File: src/rtl/qec_pkg.sv
// ----------------------------------------------------------------------------
// qec_pkg
// Shared types, operation codes and the quadrature step table for the
// quadrature encoder counter.
// ----------------------------------------------------------------------------
package qec_pkg;

  // Operation codes carried in the op field of a request.
  localparam logic [2:0] OP_LEFT_PIN   = 3'd0;
  localparam logic [2:0] OP_RIGHT_EDGE = 3'd1;
  localparam logic [2:0] OP_READ       = 3'd2;
  localparam logic [2:0] OP_READ_CLEAR = 3'd3;
  localparam logic [2:0] OP_VELOCITY   = 3'd4;

  localparam int unsigned CNT_W  = 32;
  localparam int unsigned STEP_W = 3;

  // One input request.
  typedef struct packed {
    logic [2:0] op;
    logic [1:0] left_pins;
    logic       which_counter;
  } qec_in_t;

  // One result.
  typedef struct packed {
    logic signed [CNT_W-1:0] left_value;
    logic signed [CNT_W-1:0] right_value;
  } qec_out_t;

  // Signed step for a transition, indexed by {old pins, new pins}.
  // An invalid double change gives +2.
  function automatic logic signed [STEP_W-1:0] step_lookup(input logic [3:0] idx);
    logic signed [STEP_W-1:0] s;
    case (idx)
      4'd0, 4'd5, 4'd10, 4'd15: s = 3'sd0;
      4'd1, 4'd7, 4'd8, 4'd14:  s = 3'sd1;
      4'd2, 4'd4, 4'd11, 4'd13: s = -3'sd1;
      4'd3, 4'd6, 4'd9, 4'd12:  s = 3'sd2;
      default:                  s = 3'sd0;
    endcase
    return s;
  endfunction

endpackage

File: src/rtl/qec_core.sv
// ----------------------------------------------------------------------------
// qec_core
// Counter state and the per-request update. The result is formed from the
// state before the update; the state advances when fire is high.
// ----------------------------------------------------------------------------
module qec_core (
  input  logic             clk,
  input  logic             rst_n,
  input  logic             fire,
  input  qec_pkg::qec_in_t item,
  output qec_pkg::qec_out_t result
);
  import qec_pkg::*;

  logic [1:0]              prev_pins_r, prev_pins_nxt;
  logic signed [STEP_W-1:0] last_step_r, last_step_nxt;
  logic [CNT_W-1:0] left_count_r, left_count_nxt;
  logic [CNT_W-1:0] right_count_r, right_count_nxt;
  logic [CNT_W-1:0] left_total_r, left_total_nxt;
  logic [CNT_W-1:0] right_total_r, right_total_nxt;
  logic [CNT_W-1:0] left_snap_r, left_snap_nxt;
  logic [CNT_W-1:0] right_snap_r, right_snap_nxt;

  logic signed [STEP_W-1:0] new_step;
  logic [CNT_W-1:0]         new_step_ext;
  logic [CNT_W-1:0]         last_step_ext;
  logic [CNT_W-1:0]         lv, rv;

  // Table lookup and sign extension of the steps.
  assign new_step      = step_lookup({prev_pins_r, item.left_pins});
  assign new_step_ext  = {{(CNT_W-STEP_W){new_step[STEP_W-1]}}, new_step};
  assign last_step_ext = {{(CNT_W-STEP_W){last_step_r[STEP_W-1]}}, last_step_r};

  // Next state and result for the current request.
  always_comb begin
    prev_pins_nxt   = prev_pins_r;
    last_step_nxt   = last_step_r;
    left_count_nxt  = left_count_r;
    right_count_nxt = right_count_r;
    left_total_nxt  = left_total_r;
    right_total_nxt = right_total_r;
    left_snap_nxt   = left_snap_r;
    right_snap_nxt  = right_snap_r;
    lv = '0;
    rv = '0;
    case (item.op)
      OP_LEFT_PIN: begin
        last_step_nxt  = new_step;
        left_count_nxt = left_count_r + new_step_ext;
        left_total_nxt = left_total_r + new_step_ext;
        prev_pins_nxt  = item.left_pins;
      end
      OP_RIGHT_EDGE: begin
        right_count_nxt = right_count_r + last_step_ext;
        right_total_nxt = right_total_r + last_step_ext;
      end
      OP_READ, OP_READ_CLEAR: begin
        if (item.which_counter) begin
          lv = left_total_r;
          rv = right_total_r;
          if (item.op == OP_READ_CLEAR) begin
            left_total_nxt  = '0;
            right_total_nxt = '0;
          end
        end else begin
          lv = left_count_r;
          rv = right_count_r;
          if (item.op == OP_READ_CLEAR) begin
            left_count_nxt  = '0;
            right_count_nxt = '0;
          end
        end
      end
      OP_VELOCITY: begin
        lv = left_count_r - left_snap_r;
        rv = right_count_r - right_snap_r;
        left_snap_nxt  = left_count_r;
        right_snap_nxt = right_count_r;
      end
      default: begin
        lv = '0;
        rv = '0;
      end
    endcase
  end

  assign result.left_value  = lv;
  assign result.right_value = rv;

  // State registers.
  always_ff @(posedge clk) begin
    if (!rst_n) begin
      prev_pins_r   <= '0;
      last_step_r   <= '0;
      left_count_r  <= '0;
      right_count_r <= '0;
      left_total_r  <= '0;
      right_total_r <= '0;
      left_snap_r   <= '0;
      right_snap_r  <= '0;
    end else if (fire) begin
      prev_pins_r   <= prev_pins_nxt;
      last_step_r   <= last_step_nxt;
      left_count_r  <= left_count_nxt;
      right_count_r <= right_count_nxt;
      left_total_r  <= left_total_nxt;
      right_total_r <= right_total_nxt;
      left_snap_r   <= left_snap_nxt;
      right_snap_r  <= right_snap_nxt;
    end
  end

endmodule

File: src/rtl/qec_out_reg.sv
// ----------------------------------------------------------------------------
// qec_out_reg
// Result register with valid/ready handshake toward the result channel.
// ----------------------------------------------------------------------------
module qec_out_reg (
  input  logic              clk,
  input  logic              rst_n,
  input  logic              load,
  input  qec_pkg::qec_out_t load_data,
  output logic              free,
  output logic              out_valid,
  input  logic              out_ready,
  output qec_pkg::qec_out_t out_data
);
  import qec_pkg::*;

  logic     valid_r, valid_nxt;
  qec_out_t data_r;

  // The register can take a new result when empty or being drained.
  assign free = !valid_r || out_ready;

  always_comb begin
    valid_nxt = valid_r;
    if (load) begin
      valid_nxt = 1'b1;
    end else if (out_ready) begin
      valid_nxt = 1'b0;
    end
  end

  always_ff @(posedge clk) begin
    if (!rst_n) begin
      valid_r <= 1'b0;
    end else begin
      valid_r <= valid_nxt;
    end
  end

  always_ff @(posedge clk) begin
    if (load) begin
      data_r <= load_data;
    end
  end

  assign out_valid = valid_r;
  assign out_data  = data_r;

endmodule

File: src/rtl/quadrature_encoder_counter.sv
// ----------------------------------------------------------------------------
// quadrature_encoder_counter
// x4 quadrature decoder of the left channel with clearable, total and
// velocity counters for both sides.
//
//   Channel | Direction | Handshake            | Payload
//   in      | input     | in_valid / in_ready  | in_data  (qec_in_t)
//   out     | output    | out_valid / out_ready| out_data (qec_out_t)
//
// One request is accepted per cycle while the result channel does not stall;
// each request gives one result, registered first in the input register
// and then in the result register; the counter update between them is
// one 32-bit add or subtract.
// Synchronous active-low reset zeroes all counters and empties both stages.
// A stalled result holds; the input register then fills and in_ready drops.
// ----------------------------------------------------------------------------
module quadrature_encoder_counter (
  input  logic              clk,
  input  logic              rst_n,
  input  logic              in_valid,
  output logic              in_ready,
  input  qec_pkg::qec_in_t  in_data,
  output logic              out_valid,
  input  logic              out_ready,
  output qec_pkg::qec_out_t out_data
);
  import qec_pkg::*;

  logic     in_valid_r, in_valid_nxt;
  qec_in_t  in_data_r;
  logic     out_free;
  logic     advance;
  qec_out_t core_result;

  // A held request moves to the result register when it has room.
  assign advance  = in_valid_r && out_free;
  assign in_ready = !in_valid_r || out_free;

  // Input register.
  always_comb begin
    in_valid_nxt = in_valid_r;
    if (in_valid && in_ready) begin
      in_valid_nxt = 1'b1;
    end else if (advance) begin
      in_valid_nxt = 1'b0;
    end
  end

  always_ff @(posedge clk) begin
    if (!rst_n) begin
      in_valid_r <= 1'b0;
    end else begin
      in_valid_r <= in_valid_nxt;
    end
  end

  always_ff @(posedge clk) begin
    if (in_valid && in_ready) begin
      in_data_r <= in_data;
    end
  end

  // Counter state and update.
  qec_core u_core (
    .clk    (clk),
    .rst_n  (rst_n),
    .fire   (advance),
    .item   (in_data_r),
    .result (core_result)
  );

  // Result register.
  qec_out_reg u_out (
    .clk       (clk),
    .rst_n     (rst_n),
    .load      (advance),
    .load_data (core_result),
    .free      (out_free),
    .out_valid (out_valid),
    .out_ready (out_ready),
    .out_data  (out_data)
  );

endmodule

File: config.mk
export PLATFORM = sky130hd
export DESIGN_NAME = quadrature_encoder_counter
export DESIGN_NICKNAME = d
export VERILOG_FILES = /design/src/rtl/qec_pkg.sv /design/src/rtl/qec_core.sv /design/src/rtl/qec_out_reg.sv /design/src/rtl/quadrature_encoder_counter.sv
export SDC_FILE = /design/constraint.sdc
export NUM_CORES = 1
export LEC_CHECK = 0
export BUFFER_PORTS_ARGS = -buffer_cell sky130_fd_sc_hd__buf_2
export CAP_MARGIN = 25
export CORE_UTILIZATION = 50
export DETAILED_ROUTE_END_ITERATION = 12
export GPL_ROUTABILITY_DRIVEN = 0
export PLACE_DENSITY = 0.67
export SLEW_MARGIN = 20
export SYNTH_ARGS = -nofsm -noshare
export SYNTH_HDL_FRONTEND = slang
export SYNTH_SLANG_ARGS = --single-unit
File: constraint.sdc
create_clock -name clk -period 6.08 [get_ports clk]
set_input_delay 0.608 -clock clk [delete_from_list [all_inputs] [get_ports clk]]
set_output_delay 0.608 -clock clk [all_outputs]
set_load 0.02 [all_outputs]
==> results.md, run 1 <==
* Die W at a little over 200 um
* Async set-reset flop share out of synthesis at 0%
* Crit-path max FO at 50
* Net Sw Power at roughly 1.1 mW
* H-tree levels at 2
* Internal Power at between 3 and 4 mW
* Vias at 17300
* Hold Path Class: primary input to flop
* Most common cell after layout, fill and taps aside: nand2_1
* Worst path cell trace: inv_1 > ha_1 > mux4_2 > buf_4 > ha_1 > a21o_1 > a21o_1 > a21oi_1 > o21ai_1 > a21oi_2 > o21bai_1 > a221o_1 > a31oi_1 > xor2_1 > o21ai_1
* TNS Setup at 0 ns
* Die Ht at between 200 and 250 um
* Layout cells sized above 1 at ~8%
* Post-CTS resize count at 0
* Area grow syn2layout at 9.73%
* Delay of the slowest critical-path stage at 0.72 ns
* Sequential area share after synthesis at 30.6%
* Slew at the pin closest to its max-slew limit at 0.982 ns
* CTS Sinks at 269
* Min Tclk post-route at 4.54 ns
* Drt total wl at 50900 um
* RSZ-0062 raised after global routing: false
* CP max stage cell: mux4_2
* CP startpoint kind: flop
* Most frequent cells in the layout: nand2_1, ha_1, dfxtp_1
* Fmax at 220 MHz
* Combinational power share at 8.7%
* Initial Utilization at 51.1%
* Core Area at 38900 um^2
* CP Class: flop to flop
* Row count at 72
* Sw Share at 24.6%
* IO Port Bufs at 75
* Buffers & Inverters on Critical Path at 2
* Worst slew margin at between 30 and 40%
* Pin count of the biggest net entering global routing at 77
* Pre-antenna DRT Iters at 5
* Vias/cell at 5.93
* Pins Over Slew Limit at 0
* Highest routed metal layer: met4
* Vias in the first global route at 16800
* Die Area at 40600 um^2
* I/O pins at 76
* Syn Nets at 2567
* Peak supply drop at 0.000198 V
* Clock share of power at 47.4%
* Clk buf depth at 3
* WL per Instance at 17.4 um
* Post-CTS Setup Repair Bufs at 0
* CP endpoint kind: flop
* Synth warn at 0
* Iter 0 DRT Violations at 1059
* Antenna violations before repair at 1
* Clock skew after layout at 0.0158 ns
* First-pass GRT wire length at around 84000 um
* Power share of the sequential group at between 40% and 50%
* Status: finished, final reports clean
* Antenna Violating Nets Remaining at 0
* Total global routing overflow at 0
* Final net count at between 2000 and 3000
* Mapped Cells at 2347
* Wl on met1 at between 20000 and 25000 um
* CTS Hold Buffers Added at 0
* Arrival time of the worst setup path at 4.95 ns
* CP required at 6.50 ns
* Synth Register Bits at 269
* Residual DRC at 0
* CP top delay family: compound AO/OA/AOI/OAI gates
* CTS clock-pin slew for the worst setup and hold paths at approximately 0.060 ns
* Met2 wire length at 22200 um
* CTS tree: built
* P per Cell Area at 196 nW/um^2
* DPL Wire Length at 35700 um
* Mean Syn Cell Area at approximately 8.5 um^2
* Primary FF master, synth: dfxtp_1
* Fin crit share at 74.6%
* LEAKAGE at 9.42 nW
* Place WS at about 1.6 ns
* Clk_lat worst skew at 0.54 ns
* PnR worst setup slack at between 1.5 and 2 ns
* Final setup fails at 0
* Max-cap violations at 0
* Root Buffer: clkbuf_16
* Num CTS Buffers at 35
* Final hold violations at 0
* Wire length on met3 at 2720 um
* Distinct cells, synth at 84
* Number of flops mapped to enable cells by yosys at 70
* All-layer global routing usage at 25.0%
* Cell area after synthesis at 19900 um^2
## power groups by stage
stage / registers (mW) / clock network, mW / logic, mW
CTS: 1.88 / 2.08 / 0.370
global placement: 1.92 / 0 / 0.361
detailed placement: 1.92 / 0 / 0.368
global route: 1.88 / 2.16 / 0.406
finish: 1.88 / 2.03 / 0.371
floorplan: 1.94 / 0 / 0.257
## worst paths after layout
path / slack [ns] / from / depth (start not counted) / endpoint
worst max-delay path: 1.54 / in_data_r[2] / 15 / u_core.left_count_r[28]
worst max register to register: 1.54 / in_data_r[2] / 15 / u_core.left_count_r[28]
worst min-delay path: 0.24 / in_data[1] / 1 / in_data_r[1]
worst min register to register: 0.46 / u_core.right_snap_r[8] / 2 / u_core.right_snap_r[8]
## logic make-up (layout without fill, tap and decap cells)
logic type / after synthesis / count (layout) / share of synthesized area, %
other: 0 / 1 / 0
buffers and inverters: 198 / 253 / 3.74
adders and majority gates: 210 / 210 / 13.4
AOI/OAI and AO/OA: 774 / 774 / 25.8
muxes: 66 / 66 / 3.38
xor gates and xnor gates: 167 / 167 / 7.35
DFF: 269 / 269 / 30.6
and+or+nand+nor: 663 / 663 / 15.7
## metal layers
layer  vias to the layer above  global-route usage [%]
li1                       8607                       -
met1                      8225                    34.4
met4                         0                    7.95
met2                       413                    39.3
met5                         -                       0
met3                        87                    4.86
## cell type report
| cell class | instances | area, um^2 |
|---|---|---|
| fill | 3637 | 17100 |
| multi-input combinational | 1880 | 13100 |
| sequential | 269 | 6090 |
| clock buffer | 52 | 1040 |
| tap | 518 | 648 |
| timing repair buffer | 93 | 513 |
| inverter | 97 | 364 |
| clock inverter | 11 | 81.3 |
| antenna | 1 | 2.50 |
## synthesized netlist by cell type, drive strengths merged (12+ instances only)
cell type / count / area share [%]
nand2: 331 / 6.2
ha: 204 / 13
dfxtp: 199 / 20
a21oi: 162 / 4.2
o21ai: 160 / 4.1
a21o: 113 / 4.3
inv: 97 / 1.8
clkbuf: 92 / 1.7
xnor2: 91 / 4.0
nor2b: 82 / 2.6
nor2: 79 / 1.5
xor2: 76 / 3.3
a21boi: 72 / 2.7
edfxtp: 70 / 11
mux2i: 65 / 3.3
o22ai: 51 / 1.6
a22oi: 50 / 1.9
nand4: 27 / 0.85
a31oi: 26 / 0.88
nor3: 24 / 0.60
nand3: 21 / 0.53
nand2b: 20 / 0.63
o21bai: 20 / 0.77
o211ai: 18 / 0.70
or3: 18 / 0.57
and3: 17 / 0.53
o21a: 17 / 0.64
a211oi: 13 / 0.57
o31ai: 13 / 0.64
and2: 12 / 0.38
## through the flow
| stage | hold WS [ns] | std cells | area, um^2 | util [%] | power [mW] |
|---|---|---|---|---|---|
| 2_1_floorplan | 0.441 | 2347 | 19900 | - | 2.19 |
| 3_3_place_gp | 0.451 | 2857 | 20700 | 53.2 | 2.28 |
| 3_5_place_dp | 0.458 | 2857 | 20700 | 53.2 | 2.29 |
| 4_1_cts | 0.213 | 2920 | 21800 | 56.1 | 4.33 |
| 5_1_grt | 0.223 | 2920 | 21800 | 56.1 | 4.45 |
| 6_report | 0.243 | 2921 | 21800 | 56.1 | 4.28 |
## worst reg2reg max path: cells and delay by family (launching register included)
kind / cells / cell delay [ns]
flops: 1 / 0.47
buf+inv: 2 / 0.75
fa+ha+maj: 2 / 0.56
compound gates: 9 / 1.75
mux: 1 / 0.72
xor+xnor: 1 / 0.16
## registers in the layout, summed over array words and instances (netlist names)
signal	count
u_core.right_snap_r	32
u_out.out_data	64
u_core.left_total_r	32
u_core.last_step_r	3
u_core.right_count_r	32
u_out.out_valid	1
in_valid_r	1
u_core.right_total_r	32
u_core.left_snap_r	32
u_core.prev_pins_r	2
in_data_r	6
u_core.left_count_r	32
Note: power is estimated with default switching activity, not from simulation.
==> inputs of run 2 (changes only) <==
Settings changed: PLACE_DENSITY 0.67 to 0.69.
Clock period 6.08 ns to 3.8 ns, I/O delays scaled along.
==> run 2 against run 1 <==
Against the previous run:
- wire length up 4.5%
- flip-flop and latch count unchanged
- register-to-register slack worse by 1.6 ns
- largest power group unchanged
- the run now ends with negative setup slack left
- largest cell class unchanged
- critical path type unchanged
- sequential share of layout area down 1.8 points
- via count up 2.6%
- fmax up 19%
==> results.md, run 2 (same netlist as run 1, synthesis figures left out) <==
* Status: finished, violations left
* Failing checks: negative setup slack
* Most frequent cells in the layout: nand2_1, dfxtp_1, ha_1
* First-pass GRT wire length at around 86000 um
* LEAKAGE at 9.95 nW
* Min Tclk post-route at roughly 3.8 ns
* Initial Utilization at between 50% and 60%
* WL per Instance at roughly 18 um
* Placed cell area at roughly 21000 um^2
* Residual DRC at 0
* Delay of the slowest critical-path stage at 0.50 ns
* Die Ht at 202 um
* Die Area at 40600 um^2
* Instance count on the critical path at 15
* Clk buf depth at 3
* Post-route insts no fill at roughly 3000
* Multi-input logic area at approximately 14000 um^2
* CP endpoint kind: flop
* Final Total Pwr at 7.25 mW
* Root Buffer: clkbuf_16
* Post-layout util at 60.1%
* Vias/cell at 5.94
* Worst path cell trace: ha_2 > mux4_2 > buf_12 > buf_16 > ha_4 > o211a_1 > nor3_4 > a21oi_4 > a31o_4 > a211o_1 > a311oi_2 > o41ai_2 > a21oi_2 > xor2_1 > o21ai_1
* Worst slew margin at 36.6%
* Vias in the first global route at roughly 17000
* CP max stage cell: mux4_2
* Placed Instances at just under 3000
* Iter 0 DRT Violations at 1128
* Total global routing overflow at 0
* Max FFs per register at 64
* Num CTS Buffers at 34
* CTS tree: built
* DPL Wire Length at between 30000 and 40000 um
* CP Class: flop to flop
* Core Area at just under 40000 um^2
* Fin crit share at 100%
* RSZ-0062 raised after global routing: true
* CP startpoint: in_data_r[1]
* Fmax at 262 MHz
* Hold Path Class: primary input to flop
* Drt total wl at 53200 um
* All-layer global routing usage at 25.4%
* Peak supply drop at 0.000301 V
* CTS clock-pin slew for the worst setup and hold paths at around 0.06 ns
* Most common cell after layout, fill and taps aside: nand2_1
* Pins Over Slew Limit at 0
* Pre-antenna DRT Iters at 5
* Vias at 17800
* P per Cell Area at about 310 nW/um^2
* FF+latch area at 6090 um^2
* FF-to-FF path depth at 15
* CP required at about 4.2 ns
* IO Port Bufs at 75
* Worst hold slack at between 0.02 and 0.025 ns
* Place WS at -0.150 ns
* # diodes at 0
* Final setup fails at 1
* PnR worst setup slack at -0.0101 ns
* Fin area at 23400 um^2
* CTS Sinks at about 270
* Max-cap violations at 0
* Antenna violations before repair at 0
* Hold path cells at 1
* R2r setup slk at -0.01 ns
* Clock skew after layout at approximately 0.024 ns
* CP startpoint kind: flop
* Clk_lat worst skew at 0.55 ns
* CP top delay family: compound AO/OA/AOI/OAI gates
* Antenna Violating Nets Remaining at 0
* TNS Setup at -0.0101 ns
* Reg2Reg Launch Point: in_data_r[1]
* Row count at 72
* Pin count of the biggest net entering global routing at 66
* Final hold violations at 0
* Area grow syn2layout at 17.5%
* I/O pins at 76
* Crit-path max FO at 6
* Final net count at roughly 2700
* Filler cells at 3375
* Slew at the pin closest to its max-slew limit at about 0.95 ns
* Arrival time of the worst setup path at 4.20 ns
* Layout cells sized above 1 at 14.3%
* Die W at 202 um
* HP Start: in_data[4]
* H-tree levels at 2
* Buffers & Inverters on Critical Path at 2
run 2: cell types whose count changed in the layout (fill, tap and decap cells not counted), sizes merged:
cell         before  now
buf              93  162
diode             1    0
inv              97   98
clkinvlp          0    1
bufinv            1    2
clkbuf           52   54
clkinv           10    7
dlygate4sd3       0    5
run 2: repair_timing:
item	4_1_cts	5_1_grt
resized for setup	25	87
pin swaps	13	55
hold buffers	5	0
endpoints found under the hold margin	5	0
buffers inserted	9	16
setup endpoints to repair	10	23
cloned	3	4
run 2: worst reg2reg max path, stage by stage, from the launching register on:
cell      delay [ns]
edfxtp_1        0.48
ha_2            0.23
mux4_2          0.50
buf_12          0.18
buf_16          0.15
ha_4            0.25
o211a_1         0.24
nor3_4          0.20
a21oi_4         0.06
a31o_4          0.24
a211o_1         0.31
a311oi_2        0.33
o41ai_2         0.12
a21oi_2         0.16
xor2_1          0.16
o21ai_1         0.07
run 2: cell type report:
type	count	share of cell area [%]
clock buffers	50	4.87
multi-input cells	1880	58.7
flip-flops and latches	269	26.0
clock inverters	11	0.471
repair buffers	171	5.60
well taps	518	2.77
inverters	97	1.56
run 2: worst paths after layout:
kind / end
max: u_core.left_count_r[29]
min: in_data_r[4]
max reg2reg: u_core.left_count_r[29]
min reg2reg: u_core.right_snap_r[26]
run 2: power by group:
part	total [mW]	internal (mW)	switching [mW]	leakage, nW
combinational	0.709	0.294	0.415	7.05
sequential	3.01	2.98	0.0319	2.29
clock	3.53	2.22	1.31	0.620
run 2: layer usage:
| metal | wire (um) | global-route usage (%) | vias up |
|---|---|---|---|
| met5 | 0 | 0 | - |
| met4 | 1470 | 9.23 | 0 |
| met3 | 2920 | 3.79 | 101 |
| met2 | 24200 | 41.4 | 498 |
| met1 | 24600 | 34.0 | 8426 |
| li1 | - | - | 8762 |
